**src/hw/rtl/m4mul_pkg.sv**
```systemverilog
// Shared types and constants for the 4x4 fixed-point matrix multiplier.
package m4mul_pkg;

    // Matrix geometry; row and column ports are 2 bits wide
    localparam int MATRIX_SIZE = 4;
    localparam int IDX_W       = $clog2(MATRIX_SIZE);

    // Request mode codes
    localparam logic [1:0] MODE_WR_LEFT  = 2'd0;
    localparam logic [1:0] MODE_WR_RIGHT = 2'd1;
    localparam logic [1:0] MODE_MULTIPLY = 2'd2;

    // Q16.16 constants
    localparam logic signed [31:0] ONE_Q16  = 32'sh0001_0000;
    localparam logic signed [31:0] ZERO_Q16 = 32'sh0000_0000;
    localparam logic signed [31:0] SAT_MAX  = 32'sh7FFF_FFFF;
    localparam logic signed [31:0] SAT_MIN  = 32'sh8000_0000;
    localparam int                 FRAC_W   = 16;

    // Controller states
    typedef enum logic [1:0] {
        ST_IDLE,
        ST_ISSUE,
        ST_DRAIN
    } m4mul_state_t;

    // Commands from controller to datapath
    typedef struct packed {
        logic wr_left;    // store element_value into left matrix
        logic wr_right;   // store element_value into right matrix
        logic issue;      // read one operand pair this cycle
        logic first;      // first term of a dot product
        logic last_term;  // final term of a dot product
        logic last_elem;  // current element is the final one of the product
    } m4mul_cmd_t;

endpackage

```
**src/hw/rtl/m4mul_ctrl.sv**
```systemverilog
// Controller FSM: sequences element writes and the row/column/term walk of a product.
module m4mul_ctrl
    import m4mul_pkg::*;
(
    input  logic             clk,
    input  logic             rst_n,
    input  logic             in_valid,
    input  logic [1:0]       mode,
    output logic             in_stall,
    input  logic             result_loaded,
    output m4mul_cmd_t       cmd,
    output logic [IDX_W-1:0] cur_row,
    output logic [IDX_W-1:0] cur_col,
    output logic [IDX_W-1:0] cur_term
);

    localparam logic [IDX_W-1:0] IDX_LAST = IDX_W'(MATRIX_SIZE - 1);

    m4mul_state_t     state_reg, state_next;
    logic [IDX_W-1:0] row_reg, row_next;
    logic [IDX_W-1:0] col_reg, col_next;
    logic [IDX_W-1:0] term_reg, term_next;
    logic             accept;
    logic             term_done;
    logic             elem_last;

    assign accept    = in_valid && (state_reg == ST_IDLE);
    assign term_done = (term_reg == IDX_LAST);
    assign elem_last = (row_reg == IDX_LAST) && (col_reg == IDX_LAST);

    // Next state
    always_comb
    begin
        state_next = state_reg;
        unique case (state_reg)
            ST_IDLE:
            begin
                if (accept && (mode == MODE_MULTIPLY))
                    state_next = ST_ISSUE;
            end
            ST_ISSUE:
            begin
                if (term_done)
                    state_next = ST_DRAIN;
            end
            ST_DRAIN:
            begin
                if (result_loaded)
                    state_next = elem_last ? ST_IDLE : ST_ISSUE;
            end
            default:
                state_next = ST_IDLE;
        endcase
    end

    // Outputs
    always_comb
    begin
        cmd           = '0;
        in_stall      = (state_reg != ST_IDLE);
        cmd.wr_left   = accept && (mode == MODE_WR_LEFT);
        cmd.wr_right  = accept && (mode == MODE_WR_RIGHT);
        cmd.issue     = (state_reg == ST_ISSUE);
        cmd.first     = (term_reg == '0);
        cmd.last_term = term_done;
        cmd.last_elem = elem_last;
    end

    // Row / column / term counters
    always_comb
    begin
        row_next  = row_reg;
        col_next  = col_reg;
        term_next = term_reg;
        if (accept && (mode == MODE_MULTIPLY))
        begin
            row_next  = '0;
            col_next  = '0;
            term_next = '0;
        end
        else if (state_reg == ST_ISSUE)
        begin
            term_next = term_done ? '0 : term_reg + 1'b1;
        end
        else if ((state_reg == ST_DRAIN) && result_loaded && !elem_last)
        begin
            if (col_reg == IDX_LAST)
            begin
                col_next = '0;
                row_next = row_reg + 1'b1;
            end
            else
            begin
                col_next = col_reg + 1'b1;
            end
        end
    end

    always_ff @(posedge clk or negedge rst_n)
    begin
        if (!rst_n)
        begin
            state_reg <= ST_IDLE;
            row_reg   <= '0;
            col_reg   <= '0;
            term_reg  <= '0;
        end
        else
        begin
            state_reg <= state_next;
            row_reg   <= row_next;
            col_reg   <= col_next;
            term_reg  <= term_next;
        end
    end

    assign cur_row  = row_reg;
    assign cur_col  = col_reg;
    assign cur_term = term_reg;

endmodule

```
**src/hw/rtl/m4mul_datapath.sv**
```systemverilog
// Datapath: matrix stores, operand read, multiply, accumulate, saturate and output register.
module m4mul_datapath
    import m4mul_pkg::*;
(
    input  logic               clk,
    input  logic               rst_n,
    input  m4mul_cmd_t         cmd,
    input  logic [IDX_W-1:0]   cur_row,
    input  logic [IDX_W-1:0]   cur_col,
    input  logic [IDX_W-1:0]   cur_term,
    input  logic [1:0]         row_index,
    input  logic [1:0]         column_index,
    input  logic signed [31:0] element_value,
    output logic               result_loaded,
    output logic               out_valid,
    input  logic               out_stall,
    output logic [1:0]         out_row,
    output logic [1:0]         out_column,
    output logic signed [31:0] product_value,
    output logic               saturated,
    output logic               last
);

    localparam int CELLS  = MATRIX_SIZE * MATRIX_SIZE;
    localparam int CELL_W = $clog2(CELLS);
    localparam int ACC_W  = 64 + $clog2(MATRIX_SIZE);
    localparam int HI_LSB = 31 + FRAC_W;

    // Element stores; entries never written read as identity
    logic signed [31:0] left_mem  [CELLS];
    logic signed [31:0] right_mem [CELLS];
    logic [CELLS-1:0]   left_vld_reg;
    logic [CELLS-1:0]   right_vld_reg;

    logic               idx_ok;
    logic [CELL_W-1:0]  wr_addr;
    logic [CELL_W-1:0]  left_rd_addr;
    logic [CELL_W-1:0]  right_rd_addr;

    // Read stage
    logic signed [31:0] left_rd_reg, right_rd_reg;
    logic               left_rdv_reg, right_rdv_reg;
    logic               left_diag_reg, right_diag_reg;
    logic               s1_vld_reg, s1_first_reg, s1_last_reg;
    logic signed [31:0] op_a, op_b;

    // Multiply stage
    logic signed [63:0] prod_reg;
    logic               s2_vld_reg, s2_first_reg, s2_last_reg;

    // Accumulate stage
    logic signed [ACC_W-1:0] acc_reg, acc_next;
    logic                    done_reg, done_next;

    // Output stage
    logic                      out_valid_reg, out_valid_next;
    logic [1:0]                out_row_reg, out_col_reg;
    logic signed [31:0]        out_value_reg;
    logic                      out_sat_reg, out_last_reg;
    logic                      out_free;
    logic [ACC_W-HI_LSB-1:0]   acc_hi;
    logic                      fits;
    logic signed [31:0]        sat_value;

    // Write and read addresses
    assign idx_ok        = (row_index < MATRIX_SIZE) && (column_index < MATRIX_SIZE);
    assign wr_addr       = CELL_W'(row_index * MATRIX_SIZE + column_index);
    assign left_rd_addr  = CELL_W'(cur_row * MATRIX_SIZE + cur_term);
    assign right_rd_addr = CELL_W'(cur_term * MATRIX_SIZE + cur_col);

    // Store writes and registered reads
    always_ff @(posedge clk)
    begin
        if (cmd.wr_left && idx_ok)
            left_mem[wr_addr] <= element_value;
        if (cmd.wr_right && idx_ok)
            right_mem[wr_addr] <= element_value;
        if (cmd.issue)
        begin
            left_rd_reg    <= left_mem[left_rd_addr];
            right_rd_reg   <= right_mem[right_rd_addr];
            left_rdv_reg   <= left_vld_reg[left_rd_addr];
            right_rdv_reg  <= right_vld_reg[right_rd_addr];
            left_diag_reg  <= (cur_row == cur_term);
            right_diag_reg <= (cur_term == cur_col);
        end
    end

    // Written-entry flags
    always_ff @(posedge clk or negedge rst_n)
    begin
        if (!rst_n)
        begin
            left_vld_reg  <= '0;
            right_vld_reg <= '0;
        end
        else
        begin
            if (cmd.wr_left && idx_ok)
                left_vld_reg[wr_addr] <= 1'b1;
            if (cmd.wr_right && idx_ok)
                right_vld_reg[wr_addr] <= 1'b1;
        end
    end

    // Operand select: unwritten entries hold identity
    assign op_a = left_rdv_reg  ? left_rd_reg  : (left_diag_reg  ? ONE_Q16 : ZERO_Q16);
    assign op_b = right_rdv_reg ? right_rd_reg : (right_diag_reg ? ONE_Q16 : ZERO_Q16);

    // Multiply
    always_ff @(posedge clk)
    begin
        prod_reg <= op_a * op_b;
    end

    // Accumulate; done flags the held sum until the output register takes it
    assign out_free      = !out_valid_reg || !out_stall;
    assign result_loaded = done_reg && out_free;

    always_comb
    begin
        acc_next  = acc_reg;
        done_next = done_reg && !result_loaded;
        if (s2_vld_reg)
        begin
            if (s2_first_reg)
                acc_next = ACC_W'(prod_reg);
            else
                acc_next = acc_reg + ACC_W'(prod_reg);
            if (s2_last_reg)
                done_next = 1'b1;
        end
    end

    always_ff @(posedge clk)
    begin
        acc_reg <= acc_next;
    end

    // Floor shift by the fraction width, then saturate
    assign acc_hi    = acc_reg[ACC_W-1:HI_LSB];
    assign fits      = (acc_hi == '0) || (acc_hi == '1);
    assign sat_value = fits ? acc_reg[HI_LSB:FRAC_W]
                            : (acc_reg[ACC_W-1] ? SAT_MIN : SAT_MAX);

    assign out_valid_next = result_loaded || (out_valid_reg && out_stall);

    always_ff @(posedge clk)
    begin
        if (result_loaded)
        begin
            out_row_reg   <= 2'(cur_row);
            out_col_reg   <= 2'(cur_col);
            out_value_reg <= sat_value;
            out_sat_reg   <= !fits;
            out_last_reg  <= cmd.last_elem;
        end
    end

    // Pipeline control
    always_ff @(posedge clk or negedge rst_n)
    begin
        if (!rst_n)
        begin
            s1_vld_reg    <= 1'b0;
            s1_first_reg  <= 1'b0;
            s1_last_reg   <= 1'b0;
            s2_vld_reg    <= 1'b0;
            s2_first_reg  <= 1'b0;
            s2_last_reg   <= 1'b0;
            done_reg      <= 1'b0;
            out_valid_reg <= 1'b0;
        end
        else
        begin
            s1_vld_reg    <= cmd.issue;
            s1_first_reg  <= cmd.first;
            s1_last_reg   <= cmd.last_term;
            s2_vld_reg    <= s1_vld_reg;
            s2_first_reg  <= s1_first_reg;
            s2_last_reg   <= s1_last_reg;
            done_reg      <= done_next;
            out_valid_reg <= out_valid_next;
        end
    end

    assign out_valid     = out_valid_reg;
    assign out_row       = out_row_reg;
    assign out_column    = out_col_reg;
    assign product_value = out_value_reg;
    assign saturated     = out_sat_reg;
    assign last          = out_last_reg;

endmodule

```
**src/hw/rtl/matrix4_multiply_top.sv**
```systemverilog
// A write request is stored when it is accepted; each product element passes the read, multiply,
// accumulate and output registers after its terms are issued.
// Products: one element at a time, set by the single multiply-accumulate unit reading one
// operand pair a cycle while issuing; the next element is issued only once the last is loaded.
// Reset: both matrices read as identity through per-entry written flags, no clearing pass.
// Top level of the Q16.16 matrix multiplier.
module matrix4_multiply_top
    import m4mul_pkg::*;
(
    input  logic               clk,
    input  logic               rst_n,
    input  logic               in_valid,
    output logic               in_stall,
    input  logic [1:0]         mode,
    input  logic [1:0]         row_index,
    input  logic [1:0]         column_index,
    input  logic signed [31:0] element_value,
    output logic               out_valid,
    input  logic               out_stall,
    output logic [1:0]         out_row,
    output logic [1:0]         out_column,
    output logic signed [31:0] product_value,
    output logic               saturated,
    output logic               last
);

    m4mul_cmd_t       cmd;
    logic             result_loaded;
    logic [IDX_W-1:0] cur_row;
    logic [IDX_W-1:0] cur_col;
    logic [IDX_W-1:0] cur_term;

    m4mul_ctrl u_ctrl (
        .clk           (clk),
        .rst_n         (rst_n),
        .in_valid      (in_valid),
        .mode          (mode),
        .in_stall      (in_stall),
        .result_loaded (result_loaded),
        .cmd           (cmd),
        .cur_row       (cur_row),
        .cur_col       (cur_col),
        .cur_term      (cur_term)
    );

    m4mul_datapath u_datapath (
        .clk           (clk),
        .rst_n         (rst_n),
        .cmd           (cmd),
        .cur_row       (cur_row),
        .cur_col       (cur_col),
        .cur_term      (cur_term),
        .row_index     (row_index),
        .column_index  (column_index),
        .element_value (element_value),
        .result_loaded (result_loaded),
        .out_valid     (out_valid),
        .out_stall     (out_stall),
        .out_row       (out_row),
        .out_column    (out_column),
        .product_value (product_value),
        .saturated     (saturated),
        .last          (last)
    );

endmodule

```
**config.mk**
```make
export PLATFORM = sky130hd
export DESIGN_NAME = matrix4_multiply_top
export DESIGN_NICKNAME = d
export VERILOG_FILES = /design/src/hw/rtl/m4mul_pkg.sv /design/src/hw/rtl/m4mul_ctrl.sv /design/src/hw/rtl/m4mul_datapath.sv /design/src/hw/rtl/matrix4_multiply_top.sv
export SDC_FILE = /design/constraint.sdc
export NUM_CORES = 2
export LEC_CHECK = 0
export BUFFER_PORTS_ARGS = -buffer_cell sky130_fd_sc_hd__buf_2
export CAP_MARGIN = 5
export CORE_UTILIZATION = 45
export DETAILED_ROUTE_END_ITERATION = 7
export HOLD_SLACK_MARGIN = 0.05
export SYNTH_ARGS = -nofsm -noshare
export SYNTH_HDL_FRONTEND = slang
export SYNTH_SLANG_ARGS = --single-unit
export TNS_END_PERCENT = 30
```
**constraint.sdc**
```tcl
create_clock -name clk -period 10.5 [get_ports clk]
set_clock_uncertainty 0.15 [all_clocks]
set_input_delay 1.575 -clock clk [delete_from_list [all_inputs] [get_ports clk]]
set_output_delay 1.575 -clock clk [all_outputs]
set_load 0.1 [all_outputs]
```
Word level (Yosys, flattened, before mapping)
Memories as Yosys holds them, arrays and structs flattened. A register that Yosys moved wholly into a read port is not among the register bits.
Cells that the tools add are included.
- input port bits: 42
- memory bits (writable): 1024
- memories: 2
- register bits: 220
- output and inout port bits: 40
- memories (name ; depth ; bits a word ; rd ports ; clocked after Yosys merged registers in ; wr ports ; RTL line ; RTL):
    u_datapath.left_mem ; 16 ; 32 ; 1 ; 1 ; 1 ; m4mul_datapath.sv:30 ; logic signed [31:0] left_mem [CELLS];
    u_datapath.right_mem ; 16 ; 32 ; 1 ; 1 ; 1 ; m4mul_datapath.sv:31 ; logic signed [31:0] right_mem [CELLS];
- eq/ne operators: 14
- add/subtract/negate cells: 7
- multipliers: 1
- $lt $le $gt $ge: 4
- reductions and logical operators: 30
- muxes and demuxes: 35
- bitwise gates (word level): 2
- operators with widths (kind ; number):
    32-bit two-way mux ; 4
    66-bit by 64-bit adder with 66-bit output ; 1
    66-bit two-way mux ; 1
    32-bit by 32-bit multiplier with 64-bit output ; 1
    17-bit two-way mux ; 2
    16-bit bitwise OR ; 2
    2-bit two-way mux ; 14
    19-bit equality test, second input constant ; 1
    19-bit zero test ; 1
    4-bit by 5-bit less-than comparator with 1-bit output, second input constant ; 3
    4-bit by 2-bit adder with 4-bit output ; 3
    1-bit logical AND ; 11
    2-bit equality test, second input constant ; 5
    1-bit two-way mux ; 10
    1-bit binary-select mux with 4-bit select ; 2
    2-bit nonzero test ; 4
    2-bit by 1-bit adder with 2-bit output, second input constant ; 3
    2-bit zero test ; 3
    2-bit inequality test, second input constant ; 3
    2-bit one-hot mux with 3 select lines ; 1
    3-bit AND reduction ; 2
    1-bit zero test ; 5
    1-bit demux with 4-bit select ; 1
    2-bit by 1-bit equality test with 1-bit output, second input constant ; 2
    5 further kinds ; 8

Depth between registers and ports, before layout
- word-level depth: 8
- depth in mapped cells: 33

Hierarchy
From an unflattened synthesis, not the netlist that was laid out.
- cells, all modules: 6602
- area total of the unflattened synthesis: 87397.6 µm²
- by module, submodules not included (module ; seq. area each (µm²) ; cells each ; area an instance (µm²) ; times used):
    m4mul_datapath ; 38196.6 ; 6551 ; 86887.1 ; 1
    m4mul_ctrl ; 200.2 ; 51 ; 510.5 ; 1

Least setup slack after synthesis
No wires, ideal clock.
- path kind: register to register
- start: register u_datapath.left_rdv_reg
- end: register u_datapath.prod_reg[63]
- stages on the path, launching flop included: 29
- setup time: 0.072 ns
- arrival: 8.383 ns
- period minus slack after synthesis: 8.605 ns
- path buffers: 5
- path slack: 1.895 ns
- data required time: 10.278 ns
- cell sequence: edfxtp_1 -> clkbuf_1 -> clkbuf_1 -> clkbuf_1 -> nand2_1 -> clkbuf_1 -> nor2_1 -> fa_1 -> fa_1 -> fa_1 -> fa_1 -> inv_1 -> fa_1 -> inv_1 -> fa_1 -> inv_1 -> fa_1 -> inv_1 -> fa_1 -> ha_1 -> clkbuf_1 -> nand3_1 -> a2111o_1 -> a2111oi_2 -> nor2_1 -> o31ai_1 -> a21oi_1 -> o21ai_1 -> xnor2_1
- cells in the longest elaborated chain, start to end: 2
- RTL lines (what ; RTL line ; RTL):
    from (decl) ; m4mul_datapath.sv:42 ; logic left_rdv_reg, right_rdv_reg;
    from (signal assigned) ; m4mul_datapath.sv:82 ; left_rdv_reg <= left_vld_reg[left_rd_addr];
    32-bit two-way mux ; m4mul_datapath.sv:107 ; assign op_a = left_rdv_reg ? left_rd_reg : (left_diag_reg ? ONE_Q16 : ZERO_Q16);
    32-bit by 32-bit multiplier with 64-bit output ; m4mul_datapath.sv:113 ; prod_reg <= op_a * op_b;
    to (signal assigned) ; m4mul_datapath.sv:113 ;
    to (decl) ; m4mul_datapath.sv:48 ; logic signed [63:0] prod_reg;
Every way passes these cells.
A chain may end at the register's enable or synchronous reset.

Final worst setup path
- start: register u_datapath.left_rdv_reg
- end: register u_datapath.prod_reg[58]
Same word-level chain as after synthesis.

==> flow_results.org <==
** Yosys
- Counting distinct cell types in the post-synthesis netlist gives 87.
- Summed over its instances, the top area cell type makes up about two fifths of the synthesized netlist area.
- FFs w/ async S/R, synth :: 3.67%
- For this run, the register share of the synthesized area comes to ~44%.
- Synthesis-stage register bit count :: between 1000 and 1500
- After Yosys synthesis, full adders, half adders and majority gates account for 28.5% of the synthesized area.
- Xor/xnor share of the synthesized area :: around 1.3%
- Counting every net in the synthesized netlist gives around 8000.
- By area the synthesized netlist is led by sky130_fd_sc_hd__edfxtp_1 41%, sky130_fd_sc_hd__fa_1 25%, sky130_fd_sc_hd__mux4_2 8.5%.
- The synthesized netlist devotes between 3 and 4% of its cell area to compound gates.
- Number of synthesized flops with an enable pin :: approximately 1200
- Dominant combinational cell family by area after synthesis :: adder cells
- Cell area after synthesis :: between 80000 and 90000 um2
- Among all flip-flop cells after synthesis, the most frequent one is sky130_fd_sc_hd__edfxtp_1.
- A synthesized cell averages 13.2 um2.
- Mux contribution to synthesized area :: under 10%
- Biggest area consumer among synthesized cells :: sky130_fd_sc_hd__edfxtp_1
- Summing the areas of all and, or, nand and nor instances in the mapped netlist gives 7.83% of the synthesized area.
- During synthesis, Yosys emitted a total of 0 warnings.
- Gate Count Post-Synth :: approximately 6600

** Floorplan
- Number of standard-cell rows in the floorplan :: around 160
- The die covers between 150000 and 200000 um2.
- Die Span Y :: around 440 um
- For this design the top-level I/O count stands at ~80.
- For this configuration, the core starts out at a cell density of 45.3%.
- The die is 442 um wide.
- The total area inside the core boundary comes to between 150000 and 200000 um2.

** Final layout
- Area of all sequential standard cells :: just under 40000 um2
- Multi-input logic area :: 44100 um2
- Area growth syn-to-layout :: 9.39%
- The finished layout holds a little over 9000 standard cells, fillers aside.
- Fraction of layout instances using a drive strength above 1 :: around 13%
- Number of filler cells placed in the layout :: roughly 17000
- Final net count :: between 8000 and 9000

** Setup path
- Along the worst path, the maximum fanout reaches 34.
- Crit start category :: flip-flop
- Critical path class :: reg -> reg
- Data on the critical path is required at its endpoint by 11050 ps.
- The worst setup path is captured at a flip-flop.
- Crit path arrival time :: just over 10000 ps

** GRT
- Global-route wire length before repair :: approximately 350 mm
- Antenna violations before repair :: 17
- Number of global-route vias before repair :: ~55000
- Largest net degree at the start of global routing :: 116
- In the global route stage, overall resource usage came out at approximately 24%.
- After global routing the overflow that remains totals 0.

** Clock tree
- The H-tree generated during clock tree synthesis spans 4 levels.
- Number of CTS-inserted buffers :: 137
- CTS tree :: done
- The clock drives between 1000 and 1500 sinks.
- Buffers added to address setup during post-CTS repair amount to 0.
- Buffers inserted to repair hold after CTS numbered 0.
- Clock-pin slew was measured on the worst setup and hold paths at 60 ps.
- For the worst-skew pair, the clock arrives at the later sink with an insertion delay of 830 ps.
- Buffer type at the clock tree root :: sky130_fd_sc_hd__clkbuf_16
- Maximum count of clock buffers along a single path :: 3
- After clock tree synthesis, the repair step resized 0 gates.

** Detailed routing
- Via density per instance :: about 5.6
- Number of DRC markers after the initial detailed-route iteration :: 5215
- After detailed routing, the number of remaining DRC violations is 0.
- In the final routed layout, each cell accounts on average for about 25 um.
- Final WL :: ~230 mm
- The detail route stage leaves a number of antenna-violating nets equal to 0.
- Via total after detailed routing :: ~52000
- The first detailed-routing pass ran for 7 iterations.

** Timing
- Slew Limit Fails :: 0
- Pin slew with the least headroom to its limit :: approximately 1200 ps
- Number of failing hold endpoints at the final stage :: 0
- Setup repair after global routing left no endpoint under its margin.
- For the final routed database, the setup TNS stands at 0 ps.
- Based on the critical path, the design can be clocked at up to ~0.10 GHz.
- The clock period could shrink to roughly 9600 ps.
- The worst pin sits at a relative slew slack of between 20 and 25%.
- Final hold slack :: roughly 200 ps
- Final Cycle Share :: 91.1%
- Setup violations remaining at the end of the flow were counted as 0.

** Hold path
- Min-delay worst type :: reg -> reg

** Place
- The HPWL after detailed placement is about 170 mm.
- Global placer's final weighted congestion :: ~0.95
- Port buffering added between 80 and 90 buffers.
- After detailed placement, the design holds a cell count of ~9000.

** Run status
- Outcome :: finished clean

** Job
- Maximum capacitance violations :: 0
-- worst max-delay path, cell delays in order (launching register included) --
cell,delay [ps]
sky130_fd_sc_hd__edfxtp_1,490
sky130_fd_sc_hd__buf_4,370
sky130_fd_sc_hd__and2_1,920
sky130_fd_sc_hd__nand2_1,200
sky130_fd_sc_hd__fa_1,580
sky130_fd_sc_hd__inv_1,50
sky130_fd_sc_hd__fa_1,500
sky130_fd_sc_hd__inv_1,60
sky130_fd_sc_hd__fa_1,530
sky130_fd_sc_hd__inv_1,50
sky130_fd_sc_hd__fa_1,380
sky130_fd_sc_hd__fa_1,540
sky130_fd_sc_hd__fa_1,440
sky130_fd_sc_hd__fa_1,510
sky130_fd_sc_hd__inv_1,50
sky130_fd_sc_hd__fa_1,470
sky130_fd_sc_hd__inv_1,40
sky130_fd_sc_hd__ha_1,400
sky130_fd_sc_hd__and3_1,290
sky130_fd_sc_hd__nand4_1,200
sky130_fd_sc_hd__nor2_1,380
sky130_fd_sc_hd__o2111ai_1,420
sky130_fd_sc_hd__nand4_1,400
sky130_fd_sc_hd__a21oi_2,140
sky130_fd_sc_hd__o211ai_1,210
sky130_fd_sc_hd__o2111a_2,300
sky130_fd_sc_hd__a41oi_1,160
sky130_fd_sc_hd__xnor2_1,150
-- per-stage QoR --
stage                     worst slack, ps  area (um2)  utilization (%)
final                                 933       95500             49.6
after global routing                  641       95500             49.6
after CTS                            1030       95500             49.6
after detailed placement             1070       90900             47.2
after global placement               1130       90900             47.2
after floorplan                      1890       87300                -
-- cells in the final DEF (no fill, tap or decap), drive strengths merged, types with 19 or more instances in the layout --
master	instances
a21o	103
a21oi	133
and2	68
and3	19
buf	225
clkbuf	168
clkinv	64
dfrtp	48
dfxtp	64
edfxtp	1196
fa	1083
ha	253
inv	1004
mux4	330
nand2	686
nand2b	19
nand3	54
nand4	33
nor2	629
nor3	21
o21ai	141
or2	38
xnor2	87
xor2	45
-- cells by family (layout without fill, tap and decap cells) --
kind of cell | after synthesis | in the layout
muxes | 338 | 338
xor gates and xnor gates | 132 | 132
buffers and inverters | 1340 | 1477
adders and majority gates | 1336 | 1336
AOI/OAI and AO/OA | 527 | 527
DFF | 1308 | 1308
other | 0 | 4
and+or+nand+nor | 1624 | 1624
-- routing by layer --
layer / vias up / part of all wire [%] / global-route usage (%)
met5: - / 0.021 / 0
met2: 2246 / 47 / 38.5
li1: 22100 / - / -
met4: 8 / 3.4 / 7.71
met1: 27200 / 41 / 33.5
met3: 453 / 8.6 / 4.96
-- cell type report --
class	instances	area share, %
clock inverters	80	0.970
repair buffers	225	1.60
clock buffers	168	3.77
multi-input cells	3957	46.1
inverters	1004	3.95
well taps	2526	3.31
diodes	4	0.0105
flip-flops and latches	1308	40.2
-- cell usage after synthesis (38+ instances only) --
master,count
sky130_fd_sc_hd__dfrtp_1,48
sky130_fd_sc_hd__dfxtp_1,64
sky130_fd_sc_hd__xnor2_1,87
sky130_fd_sc_hd__nand2_1,686
sky130_fd_sc_hd__o21ai_0,128
sky130_fd_sc_hd__a21oi_1,128
sky130_fd_sc_hd__ha_1,253
sky130_fd_sc_hd__fa_1,1083
sky130_fd_sc_hd__inv_1,1002
sky130_fd_sc_hd__nor2_1,629
sky130_fd_sc_hd__a21o_1,103
sky130_fd_sc_hd__mux4_2,330
sky130_fd_sc_hd__clkbuf_1,278
sky130_fd_sc_hd__or2_2,38
sky130_fd_sc_hd__and2_1,65
sky130_fd_sc_hd__xor2_1,45
sky130_fd_sc_hd__nand3_1,54
sky130_fd_sc_hd__edfxtp_1,1196
-- worst paths after layout --
| path | start | to | slack [ps] | depth (start not counted) |
|---|---|---|---|---|
| hold / removal | u_datapath.s1_last_reg$_DFF_PN0_ | u_datapath.s2_last_reg$_DFF_PN0_ | 200 | 0 |
| min in group asynchronous | rst_n | u_datapath.right_vld_reg[12]$_DFFE_PN0P_ | 730 | 2 |
| max in group asynchronous | rst_n | u_ctrl.cur_col[1]$_DFFE_PN0P_ | 8860 | 2 |
| setup / recovery | u_datapath.left_rdv_reg$_DFFE_PP_ | u_datapath.prod_reg[58]$_DFF_P_ | 930 | 27 |
| hold reg to reg | u_datapath.s1_last_reg$_DFF_PN0_ | u_datapath.s2_last_reg$_DFF_PN0_ | 200 | 0 |
| setup reg to reg | u_datapath.left_rdv_reg$_DFFE_PP_ | u_datapath.prod_reg[58]$_DFF_P_ | 930 | 27 |
Power is not shown: default switching activity piles up to over one toggle a cycle in this logic, so the estimate is an artifact.
